`src/sv/nnact_pkg.sv`:
```
// Shared constants, types and curve tables of the activation unit.
`default_nettype none

package nnact_pkg;

  localparam int DATA_WIDTH = 16;
  localparam int SEG_BITS   = 6;
  localparam int SEGMENTS   = 2 ** SEG_BITS;
  localparam int OFF_BITS   = DATA_WIDTH - SEG_BITS;
  localparam int ENTRY_W    = DATA_WIDTH + 1;
  localparam int DIFF_W     = ENTRY_W + 1;
  localparam int PROD_W     = DIFF_W + OFF_BITS + 1;
  localparam int SUM_W      = PROD_W - OFF_BITS + 1;

  localparam logic [1:0] KIND_RELU = 2'd0;
  localparam logic [1:0] KIND_SILU = 2'd1;
  localparam logic [1:0] KIND_GELU = 2'd2;

  localparam logic signed [PROD_W-1:0] ROUND_BIAS = PROD_W'(1) <<< (OFF_BITS - 1);
  localparam logic signed [SUM_W-1:0]  SAT_MAX    = SUM_W'((1 <<< (DATA_WIDTH - 1)) - 1);
  localparam logic signed [SUM_W-1:0]  SAT_MIN    = SUM_W'(-(1 <<< (DATA_WIDTH - 1)));

  typedef logic signed [DATA_WIDTH-1:0] sample_t;
  typedef logic signed [ENTRY_W-1:0]    entry_t;
  typedef logic [SEG_BITS:0]            knot_t;

  // Word handed from the table lookup to the interpolation stages.
  typedef struct packed {
    logic                valid;
    logic                last;
    logic                use_table;
    entry_t              base;
    entry_t              top;
    logic [OFF_BITS-1:0] off;
    sample_t             relu;
  } lookup_t;

  // SiLU sampled at the knots -8.0, -7.75, ..., +8.0 in Q4.12.
  function automatic entry_t silu_rom(input knot_t k);
    entry_t v;
    v = '0;
    case (k)
      0: v = entry_t'(-11);      1: v = entry_t'(-14);      2: v = entry_t'(-17);
      3: v = entry_t'(-21);      4: v = entry_t'(-26);      5: v = entry_t'(-32);
      6: v = entry_t'(-40);      7: v = entry_t'(-49);      8: v = entry_t'(-61);
      9: v = entry_t'(-75);      10: v = entry_t'(-92);     11: v = entry_t'(-112);
      12: v = entry_t'(-137);    13: v = entry_t'(-167);    14: v = entry_t'(-203);
      15: v = entry_t'(-245);    16: v = entry_t'(-295);    17: v = entry_t'(-353);
      18: v = entry_t'(-420);    19: v = entry_t'(-497);    20: v = entry_t'(-583);
      21: v = entry_t'(-677);    22: v = entry_t'(-777);    23: v = entry_t'(-879);
      24: v = entry_t'(-977);    25: v = entry_t'(-1061);   26: v = entry_t'(-1121);
      27: v = entry_t'(-1140);   28: v = entry_t'(-1102);   29: v = entry_t'(-986);
      30: v = entry_t'(-773);    31: v = entry_t'(-448);    32: v = entry_t'(0);
      33: v = entry_t'(576);     34: v = entry_t'(1275);    35: v = entry_t'(2086);
      36: v = entry_t'(2994);    37: v = entry_t'(3980);    38: v = entry_t'(5023);
      39: v = entry_t'(6107);    40: v = entry_t'(7215);    41: v = entry_t'(8337);
      42: v = entry_t'(9463);    43: v = entry_t'(10587);   44: v = entry_t'(11705);
      45: v = entry_t'(12815);   46: v = entry_t'(13916);   47: v = entry_t'(15007);
      48: v = entry_t'(16089);   49: v = entry_t'(17163);   50: v = entry_t'(18229);
      51: v = entry_t'(19289);   52: v = entry_t'(20343);   53: v = entry_t'(21392);
      54: v = entry_t'(22436);   55: v = entry_t'(23477);   56: v = entry_t'(24515);
      57: v = entry_t'(25551);   58: v = entry_t'(26584);   59: v = entry_t'(27616);
      60: v = entry_t'(28646);   61: v = entry_t'(29675);   62: v = entry_t'(30703);
      63: v = entry_t'(31730);   64: v = entry_t'(32757);
      default: v = '0;
    endcase
    return v;
  endfunction

  // GELU (tanh form) sampled at the same knots.
  function automatic entry_t gelu_rom(input knot_t k);
    entry_t v;
    v = '0;
    case (k)
      17: v = entry_t'(-1);      18: v = entry_t'(-3);      19: v = entry_t'(-6);
      20: v = entry_t'(-15);     21: v = entry_t'(-32);     22: v = entry_t'(-62);
      23: v = entry_t'(-111);    24: v = entry_t'(-186);    25: v = entry_t'(-288);
      26: v = entry_t'(-411);    27: v = entry_t'(-542);    28: v = entry_t'(-650);
      29: v = entry_t'(-696);    30: v = entry_t'(-632);    31: v = entry_t'(-411);
      32: v = entry_t'(0);       33: v = entry_t'(613);     34: v = entry_t'(1416);
      35: v = entry_t'(2376);    36: v = entry_t'(3446);    37: v = entry_t'(4578);
      38: v = entry_t'(5733);    39: v = entry_t'(6880);    40: v = entry_t'(8006);
      41: v = entry_t'(9105);    42: v = entry_t'(10178);   43: v = entry_t'(11232);
      44: v = entry_t'(12273);   45: v = entry_t'(13306);   46: v = entry_t'(14333);
      47: v = entry_t'(15359);   48: v = entry_t'(16384);   49: v = entry_t'(17408);
      50: v = entry_t'(18432);   51: v = entry_t'(19456);   52: v = entry_t'(20480);
      53: v = entry_t'(21504);   54: v = entry_t'(22528);   55: v = entry_t'(23552);
      56: v = entry_t'(24576);   57: v = entry_t'(25600);   58: v = entry_t'(26624);
      59: v = entry_t'(27648);   60: v = entry_t'(28672);   61: v = entry_t'(29696);
      62: v = entry_t'(30720);   63: v = entry_t'(31744);   64: v = entry_t'(32768);
      default: v = '0;
    endcase
    return v;
  endfunction

endpackage

`default_nettype wire

```
`src/sv/nnact_interp.sv`:
```
// Slope multiply stage and interpolate, saturate and output register stage.
`default_nettype none

module nnact_interp (
  input  logic               clk,
  input  logic               rst,
  input  logic               advance,
  input  nnact_pkg::lookup_t stage,
  output logic               out_valid,
  output nnact_pkg::sample_t activated,
  output logic               last_out
);

  logic signed [nnact_pkg::DIFF_W-1:0]     diff;
  logic signed [nnact_pkg::OFF_BITS:0]     off_s;
  logic signed [nnact_pkg::PROD_W-1:0]     prod_next;

  logic                                    mul_valid;
  logic                                    mul_last;
  logic                                    mul_table;
  nnact_pkg::entry_t                       mul_base;
  nnact_pkg::sample_t                      mul_relu;
  logic signed [nnact_pkg::PROD_W-1:0]     prod;

  logic signed [nnact_pkg::PROD_W-1:0]     step;
  logic signed [nnact_pkg::SUM_W-1:0]      sum;
  nnact_pkg::sample_t                      sat;
  nnact_pkg::sample_t                      activated_next;

  assign diff      = nnact_pkg::DIFF_W'(stage.top) - nnact_pkg::DIFF_W'(stage.base);
  assign off_s     = $signed({1'b0, stage.off});
  assign prod_next = nnact_pkg::PROD_W'(diff) * nnact_pkg::PROD_W'(off_s)
                     + nnact_pkg::ROUND_BIAS;

  always_ff @(posedge clk) begin
    if (rst) begin
      mul_valid <= 1'b0;
    end else if (advance) begin
      mul_valid <= stage.valid;
    end
    if (advance) begin
      mul_last  <= stage.last;
      mul_table <= stage.use_table;
      mul_base  <= stage.base;
      mul_relu  <= stage.relu;
      prod      <= prod_next;
    end
  end

  // Arithmetic shift floors the rounded product.
  assign step = prod >>> nnact_pkg::OFF_BITS;
  assign sum  = nnact_pkg::SUM_W'(mul_base) + nnact_pkg::SUM_W'(step);

  always_comb begin
    if (sum > nnact_pkg::SAT_MAX) begin
      sat = nnact_pkg::DATA_WIDTH'(nnact_pkg::SAT_MAX);
    end else if (sum < nnact_pkg::SAT_MIN) begin
      sat = nnact_pkg::DATA_WIDTH'(nnact_pkg::SAT_MIN);
    end else begin
      sat = nnact_pkg::DATA_WIDTH'(sum);
    end
    activated_next = mul_table ? sat : mul_relu;
  end

  always_ff @(posedge clk) begin
    if (rst) begin
      out_valid <= 1'b0;
    end else if (advance) begin
      out_valid <= mul_valid;
    end
    if (advance) begin
      activated <= activated_next;
      last_out  <= mul_last;
    end
  end

endmodule

`default_nettype wire

```
`config.mk`:
```
export PLATFORM = sky130hd
export DESIGN_NAME = nnact_interp
export DESIGN_NICKNAME = d
export VERILOG_FILES = /design/src/sv/nnact_pkg.sv /design/src/sv/nnact_interp.sv
export SDC_FILE = /design/constraint.sdc
export NUM_CORES = 1
export LEC_CHECK = 0
export BUFFER_PORTS_ARGS = -buffer_cell sky130_fd_sc_hd__buf_2
export CAP_MARGIN = 20
export CORE_MARGIN = 2
export CORE_UTILIZATION = 57
export DETAILED_ROUTE_END_ITERATION = 10
export GPL_TIMING_DRIVEN = 0
export PLACE_DENSITY_LB_ADDON = 0.1
export SLEW_MARGIN = 20
export SYNTH_ARGS = -nofsm -noshare
export SYNTH_HDL_FRONTEND = slang
export SYNTH_SLANG_ARGS = --single-unit
```
`constraint.sdc`:
```
create_clock -name clk -period 16.93 [get_ports clk]
set_clock_uncertainty 0.2 [all_clocks]
set_input_delay 0 -clock clk [delete_from_list [all_inputs] [get_ports clk]]
set_output_delay 0 -clock clk [all_outputs]
set_load 0.005 [all_outputs]
```
==> results of run 1 <==
[cell families (layout without fill, tap and decap cells)]
family	count (synthesis)	after routing	share of synthesized area
AO/OA/AOI/OAI	178	178	0.106
XOR/XNOR	49	49	0.0378
adder cells (fa/ha/maj)	275	275	0.407
buffers and inverters	272	406	0.0907
flip-flops	73	73	0.191
multiplexers	14	14	0.0130
AND/OR/NAND/NOR	340	340	0.155
[worst paths after layout]
kind,start,endpoint,slack (ns),cells after the start
setup / recovery,stage[43],prod[27],8.19,30
setup reg to reg,mul_base[0],activated[14],13.07,11
hold / removal,stage[15],mul_relu[15],0.16,2
hold reg to reg,mul_last,last_out,0.23,0
[cell type report]
| class | count | area, um^2 |
|---|---|---|
| clock inverter | 5 | 56.3 |
| multi-input combinational | 856 | 8170 |
| fill | 1642 | 6730 |
| timing repair buffer | 118 | 798 |
| sequential | 73 | 2170 |
| inverter | 238 | 893 |
| clock buffer | 11 | 243 |
| buffer | 34 | 138 |
| tap | 265 | 332 |
[layout by cell type (no fill, tap or decap), types with 22 or more instances in the layout]
cell type | synthesis | routed
inv_1 | 238 | 238
ha_1 | 117 | 117
and2_1 | 68 | 68
nand2_1 | 102 | 102
a21oi_1 | 40 | 40
nand2b_1 | 24 | 24
xnor2_1 | 29 | 29
o21ai_0 | 36 | 36
nor2_1 | 39 | 39
nand3_1 | 27 | 27
buf_2 | 2 | 80
fa_1 | 158 | 158
edfxtp_1 | 71 | 71
dlygate4sd3_1 | 0 | 38
a21o_1 | 22 | 22
clkbuf_1 | 30 | 31
[sequential cells by signal, indices dropped and copies added, names as in the netlist]
name       flops
mul_last       1
mul_relu      16
mul_table      1
activated     16
mul_valid      1
last_out       1
out_valid      1
mul_base      17
prod          19
[routing by layer]
layer,share of wire,wire length (um)
met1,0.43,11000
met2,0.49,12600
met3,0.054,1390
met4,0.023,590
met5,0,0
[through the flow]
step | cell area (um^2) | hold WS (ns) | cells | setup WS, ns
after floorplan | 11400 | -0.128 | 1201 | 9.82
after global placement | 12100 | -0.0247 | 1545 | 8.37
after detailed placement | 12100 | -0.0219 | 1546 | 8.43
after CTS | 12800 | 0.162 | 1600 | 8.24
after global routing | 12800 | 0.170 | 1600 | 7.67
final | 12800 | 0.164 | 1600 | 8.19
[critical path, delay by kind of cell]
| kind | cells | cell delay, ns |
|---|---|---|
| AOI/OAI and AO/OA | 11 | 2.67 |
| adders and majority gates | 8 | 3.60 |
| buffers and inverters | 6 | 1.23 |
| and+or+nand+nor | 5 | 1.07 |
==> results.json, run 1 <==
{
  "outcome": "completed",
  "ys.flop_type": "edfxtp_1",
  "yosysSeqAreaShare": 0.191,
  "drv_cap": 0,
  "worst-path-max-fanout": 10,
  "setup_violations": 0,
  "postCtsSetupBuffers": 0,
  "clk_pin_slew_worst_paths_ns": 0.06,
  "antenna_found_initial": 0,
  "slew_violations": 0,
  "place.port_buffers": 79,
  "crit_path_max_incr_delay_ns": 0.61,
  "drive_gt1_frac": 0.0861,
  "grt_busiest_layer": "met2",
  "hpwl_um": 21000,
  "cpMaxStageDelayCell": "a2111oi_0",
  "postCtsHoldBufs": 38,
  "cts_tree": "done",
  "relSlewSlack": 0.262,
  "grt_util_met3": 0.0456,
  "initial_core_util": 0.582,
  "cts_resized": 0,
  "worst_hold_path_type": "in -> reg",
  "ys_seq_elements": 73,
  "pin_count": 84,
  "crit_arrival_ns": 8.59,
  "met1_usage": 0.319,
  "grt_pass1_wl_um": 43100,
  "drc": 0,
  "synth_common_cells": "inv_1 (238), fa_1 (158), ha_1 (117), nand2_1 (102), edfxtp_1 (71)",
  "synth_most_common_cell": "inv_1",
  "wl_um": 25600,
  "cts.sinks": 73,
  "final_antenna_net_count": 0,
  "fin_util": 0.656,
  "synth_warnings": 0,
  "finalCriticalPeriod_ns": 8.74,
  "drt_iter0_markers": 332,
  "synth_area_per_cell_um2": 9.46,
  "synthCells": 1201,
  "cp_common_cell": "fa_1",
  "finalHoldViolCount": 0,
  "worstSetupStartpointType": "input pin",
  "dieWidth_um": 145,
  "grt.total_usage": 0.253,
  "root_buffer": "clkbuf_16",
  "dieArea_mm2": 0.0211,
  "cts.htree.levels": 3,
  "area_growth_pct": 12.6,
  "path_class": "in -> reg",
  "rows": 51,
  "yosys.area.top_type_share": 0.278,
  "antennaDiodeCount": 0,
  "first_pass_iters": 5,
  "first_global_vias": 8960,
  "clockBufferDepth": 2,
  "ys_types": 58,
  "grt_max_degree": 39,
  "synth_area_leader_cell": "fa_1",
  "synth-edff-count": 71,
  "finalSetupTns_ns": 0,
  "overflow": 0,
  "die_height_um": 145,
  "rsz0062_at_grt": "false",
  "met2_usage": 0.446,
  "clk_latency_ns": 0.34,
  "nets": 1671,
  "post_drt_wl_per_cell_um": 16.0,
  "required_ns": 16.78,
  "core-area_mm2": 0.0195,
  "vias": 8572,
  "synth_area_leaders": "fa_1 (28%), edfxtp_1 (19%), ha_1 (13%)",
  "fmax_mhz": 114,
  "cp-end-kind": "register",
  "cts_made_buffers": 9,
  "async_reset_ff_frac": 0,
  "gp_congestion": 0.872,
  "syn_nets": 1542,
  "synth.cell_area_mm2": 0.0114,
  "post-route-period-util": 0.516,
  "via_per_inst": 5.36,
  "worst_pin_slew_ns": 1.10
}
Power of run 1 is not shown: default switching activity piles up to over one toggle a cycle in this logic, so the estimate is an artifact.
==> run 2: changes to the inputs <==
Settings changed: ABC_AREA set to 1.
Clock period 16.93 ns to 8.8 ns, I/O delays scaled along.
==> results.json, run 2 <==
{
  "outcome": "completed",
  "cts_tree": "done",
  "via_per_inst": 5.14,
  "first_pass_iters": 5,
  "pin_count": 84,
  "dpl_cell_area_mm2": 0.0122,
  "synth_area_leaders": "fa_1 (28%), edfxtp_1 (19%), ha_1 (13%)",
  "dieArea_mm2": 0.0211,
  "finalSetupTns_ns": 0,
  "reg2reg_from": "mul_base[0]",
  "syn_nets": 1705,
  "min_to": "mul_relu[1]",
  "reg.largest.list": "prod (19), mul_base (17)",
  "nets": 1835,
  "clockBufferDepth": 2,
  "reg2reg_to": "activated[8]",
  "synth_common_cells": "inv_1 (310), nand2_1 (254), fa_1 (158), nor2_1 (145), ha_1 (117)",
  "cts.htree.levels": 3,
  "cts_made_buffers": 9,
  "r2r_slack_ns": 5.72,
  "largest_reg_flops": 19,
  "cts.sinks": 73,
  "fmax_mhz": 133,
  "gp_congestion": 0.909,
  "first_global_vias": 9173,
  "rows": 51,
  "overflow": 0,
  "clk_latency_ns": 0.33,
  "initial_core_util": 0.584,
  "die_height_um": 145,
  "synth_warnings": 0,
  "setup_violations": 0,
  "async_reset_ff_frac": 0,
  "worst_hold_path_type": "in -> reg",
  "grt_max_degree": 42,
  "drive_gt1_frac": 0.103,
  "antenna_found_initial": 0,
  "post_drt_wl_per_cell_um": 14.9,
  "yosysSeqAreaShare": 0.191,
  "ys_types": 44,
  "worstSetupStartpointType": "input pin",
  "rsz0062_at_grt": "false",
  "wl_um": 26200,
  "path_class": "in -> reg",
  "drt_iter0_markers": 498,
  "layout_commonest_cell": "inv_1",
  "grt_pass1_wl_um": 43600,
  "synth_area_leader_cell": "fa_1",
  "grt.total_usage": 0.257,
  "slew_violations": 0,
  "area_growth_pct": 12.4,
  "hpwl_um": 22600,
  "clk_pin_slew_worst_paths_ns": 0.06,
  "ys_seq_elements": 73,
  "dieWidth_um": 145,
  "dp_slack_ns": 1.58,
  "place.port_buffers": 80,
  "final_cell_mix": "inv_1 (310), nand2_1 (254), fa_1 (158)",
  "crit_arrival_ns": 7.39,
  "core-area_mm2": 0.0195,
  "reg2regPathDepth": 15,
  "yosys.area.top_type_share": 0.277,
  "synth-edff-count": 71,
  "worst-path-max-fanout": 6,
  "relSlewSlack": 0.418,
  "required_ns": 8.67,
  "worst_pin_slew_ns": 0.867,
  "timing.final.ws_setup_ns": 1.29,
  "fin_area_mm2": 0.0128,
  "cp-end-kind": "register",
  "post-route-period-util": 0.854,
  "vias": 9059,
  "final_antenna_net_count": 0,
  "ys.flop_type": "edfxtp_1",
  "min_path_cells": 2,
  "antennaDiodeCount": 0,
  "finalCriticalPeriod_ns": 7.51,
  "drv_cap": 0,
  "largest_register": "prod",
  "min_from": "stage[1]",
  "synth_most_common_cell": "inv_1",
  "cts_resized": 0,
  "synth.cell_area_mm2": 0.0114,
  "root_buffer": "clkbuf_16",
  "finalHoldViolCount": 0,
  "synthCells": 1364,
  "synth_area_per_cell_um2": 8.36,
  "drc": 0
}
-- run 2: kinds of logic after synthesis --
family,synth area share
flip-flops,0.191
AND/OR/NAND/NOR,0.182
XOR/XNOR,0.0398
adder cells (fa/ha/maj),0.406
buffers and inverters,0.113
AO/OA/AOI/OAI,0.0687
-- run 2: cell type report --
cell class,count,area [um^2]
clock inverters,4,20.0
inverters,317,1190
plain buffers,19,96.3
repair buffers,119,803
well taps,265,332
fillers,1696,6720
multi-input cells,955,7950
clock buffers,12,246
flip-flops and latches,73,2170
-- run 2: worst max path at each step --
stage               from  endpoint  slack, ns  cells past startpoint
2_1_floorplan  stage[26]  prod[25]       2.80                     24
3_3_place_gp   stage[26]  prod[25]       1.62                     24
3_5_place_dp   stage[26]  prod[25]       1.58                     24
4_1_cts        stage[43]  prod[25]       1.37                     24
5_1_grt        stage[43]  prod[25]       0.87                     24
6_report       stage[43]  prod[25]       1.29                     24
-- run 2: layer usage --
layer  GRT usage  part of all wire
met4      0.0789             0.022
met5           0                 0
met2       0.452              0.49
met3      0.0285             0.048
met1       0.338              0.44
-- run 2: metrics by stage --
stage | util | hold WS (ns) | instances
2_1_floorplan | - | -0.131 | 1364
3_3_place_gp | 0.621 | -0.0281 | 1709
3_5_place_dp | 0.622 | -0.0219 | 1710
4_1_cts | 0.656 | 0.161 | 1764
5_1_grt | 0.656 | 0.189 | 1764
6_report | 0.656 | 0.177 | 1764
-- run 2: what timing repair did --
item,CTS,global route
hold buffers,38,0
hold endpoints to repair,67,0
buffers inserted,0,0
-- run 2: worst max-delay path: stages --
cell and delay (ns):
dlygate4sd3_1 0.54, buf_2 0.13, ha_1 0.20, fa_1 0.41
o21ai_1 0.31, a31oi_1 0.18, xnor2_1 0.72, inv_1 0.31
nor2_1 0.22, fa_1 0.47, fa_1 0.56, fa_1 0.45
fa_1 0.55, inv_1 0.05, fa_1 0.52, inv_1 0.04
ha_1 0.34, a21oi_1 0.15, o21ai_0 0.10, a21oi_1 0.14
nand2_1 0.14, a21boi_0 0.45, o21ai_0 0.22, xor2_1 0.18
Power of run 2 is left out for the same reason.
==> run 3: changes to the inputs <==
Settings changed: PLACE_DENSITY set to 0.86, PLACE_DENSITY_LB_ADDON 0.1 to not set.
==> results.json, run 3 (same netlist as run 2, synthesis figures left out) <==
{
  "grt_max_degree": 56,
  "initial_core_util": 0.584,
  "drive_gt1_frac": 0.103,
  "cts_tree": "done",
  "wl_um": 28700,
  "drc": 0,
  "cts_made_buffers": 9,
  "hold-worst-slack_ns": 0.172,
  "core-area_mm2": 0.0195,
  "reg.largest.list": "prod (19), mul_base (17)",
  "post_drt_wl_per_cell_um": 16.3,
  "area_growth_pct": 13.0,
  "reg2reg_from": "prod[10]",
  "relSlewSlack": 0.263,
  "cp-end-kind": "register",
  "die_height_um": 145,
  "largest_reg_flops": 19,
  "fin_area_mm2": 0.0129,
  "crit_buf_inv": 5,
  "finalHoldViolCount": 0,
  "pin_count": 84,
  "first_pass_iters": 6,
  "crit_arrival_ns": 7.40,
  "finalSetupTns_ns": 0,
  "cts.htree.levels": 3,
  "rsz0062_at_grt": "false",
  "rows": 51,
  "first_global_vias": 9973,
  "drt_iter0_markers": 685,
  "final_antenna_net_count": 0,
  "grt_pass1_wl_um": 47500,
  "hpwl_um": 23400,
  "root_buffer": "clkbuf_16",
  "min_from": "stage[1]",
  "clk_pin_slew_worst_paths_ns": 0.05,
  "postCtsSetupBuffers": 0,
  "path_delay_family": "adder cells",
  "cts.sinks": 73,
  "finalCriticalPeriod_ns": 7.52,
  "crit_path_max_incr_delay_ns": 0.69,
  "largest_register": "prod",
  "vias": 9472,
  "final_cell_mix": "inv_1 (310), nand2_1 (254), fa_1 (158)",
  "instances_no_fill": 1764,
  "antennaDiodeCount": 0,
  "setup.worst_path.start": "stage[43]",
  "gp_congestion": 0.964,
  "cp_cell_sequence": "dlygate4sd3_1 > buf_2 > ha_1 > fa_1 > o21ai_1 > a31oi_1 > xnor2_1 > inv_1 > nor2_1 > fa_1 > fa_1 > fa_1 > fa_1 > inv_1 > fa_1 > inv_1 > ha_1 > a21oi_1 > o21ai_0 > a21oi_1 > nand2_1 > a21boi_0 > o21ai_0 > xor2_1",
  "grt.total_usage": 0.278,
  "drv_cap": 0,
  "dpl_cell_area_mm2": 0.0122,
  "fmax_mhz": 133,
  "worst_pin_slew_ns": 1.10,
  "post-route-period-util": 0.855,
  "place_inst": 1710,
  "setup_violations": 0,
  "path_class": "in -> reg",
  "clk_latency_ns": 0.34,
  "layout_commonest_cell": "inv_1",
  "nets": 1835,
  "worstSetupStartpointType": "input pin",
  "worst_hold_path_type": "in -> reg",
  "cp_common_cell": "fa_1",
  "dieWidth_um": 145,
  "overflow": 0,
  "dieArea_mm2": 0.0211,
  "r2r_slack_ns": 5.68,
  "outcome": "completed",
  "antenna_found_initial": 1,
  "required_ns": 8.68,
  "place.port_buffers": 80,
  "via_per_inst": 5.37,
  "worst-path-max-fanout": 6,
  "clockBufferDepth": 2,
  "cpMaxStageDelayCell": "xnor2_1",
  "slew_violations": 0
}
run 3: cell types whose count changed in the layout (fill, tap and decap cells not counted), sizes merged:
cell / change
bufinv: +3
clkbuf: -3
run 3: final timing paths:
| path | endpoint | depth (start not counted) |
|---|---|---|
| worst max-delay path | prod[25] | 24 |
| worst min-delay path | mul_relu[1] | 2 |
| worst max register to register | activated[8] | 15 |
| worst min register to register | last_out | 0 |
run 3: routing by layer:
| layer | up-vias | GRT usage | wire [um] |
|---|---|---|---|
| li1 | 4456 | - | - |
| met3 | 71 | 0.0549 | 2300 |
| met4 | 2 | 0.0980 | 851 |
| met1 | 4524 | 0.336 | 11200 |
| met2 | 419 | 0.496 | 14300 |
| met5 | - | 0 | 11 |
run 3: metrics by stage:
step	setup slack, ns	utilization
after floorplan	2.80	-
after global placement	1.80	0.621
after detailed placement	1.70	0.623
after CTS	1.50	0.659
after global routing	1.07	0.659
final	1.28	0.659
run 3: cell type report:
| cell class | instances | area [um^2] |
|---|---|---|
| timing repair buffer | 119 | 811 |
| buffer | 19 | 96.3 |
| inverter | 317 | 1190 |
| sequential | 73 | 2170 |
| clock buffer | 9 | 225 |
| clock inverter | 7 | 109 |
| multi-input combinational | 955 | 7940 |
| tap | 265 | 332 |
| fill | 1538 | 6650 |
run 3: what timing repair did:
action,CTS,global route
endpoints found under the hold margin,56,0
gates resized for setup,0,0
hold buffers,38,0
Power of run 3 is left out for the same reason.
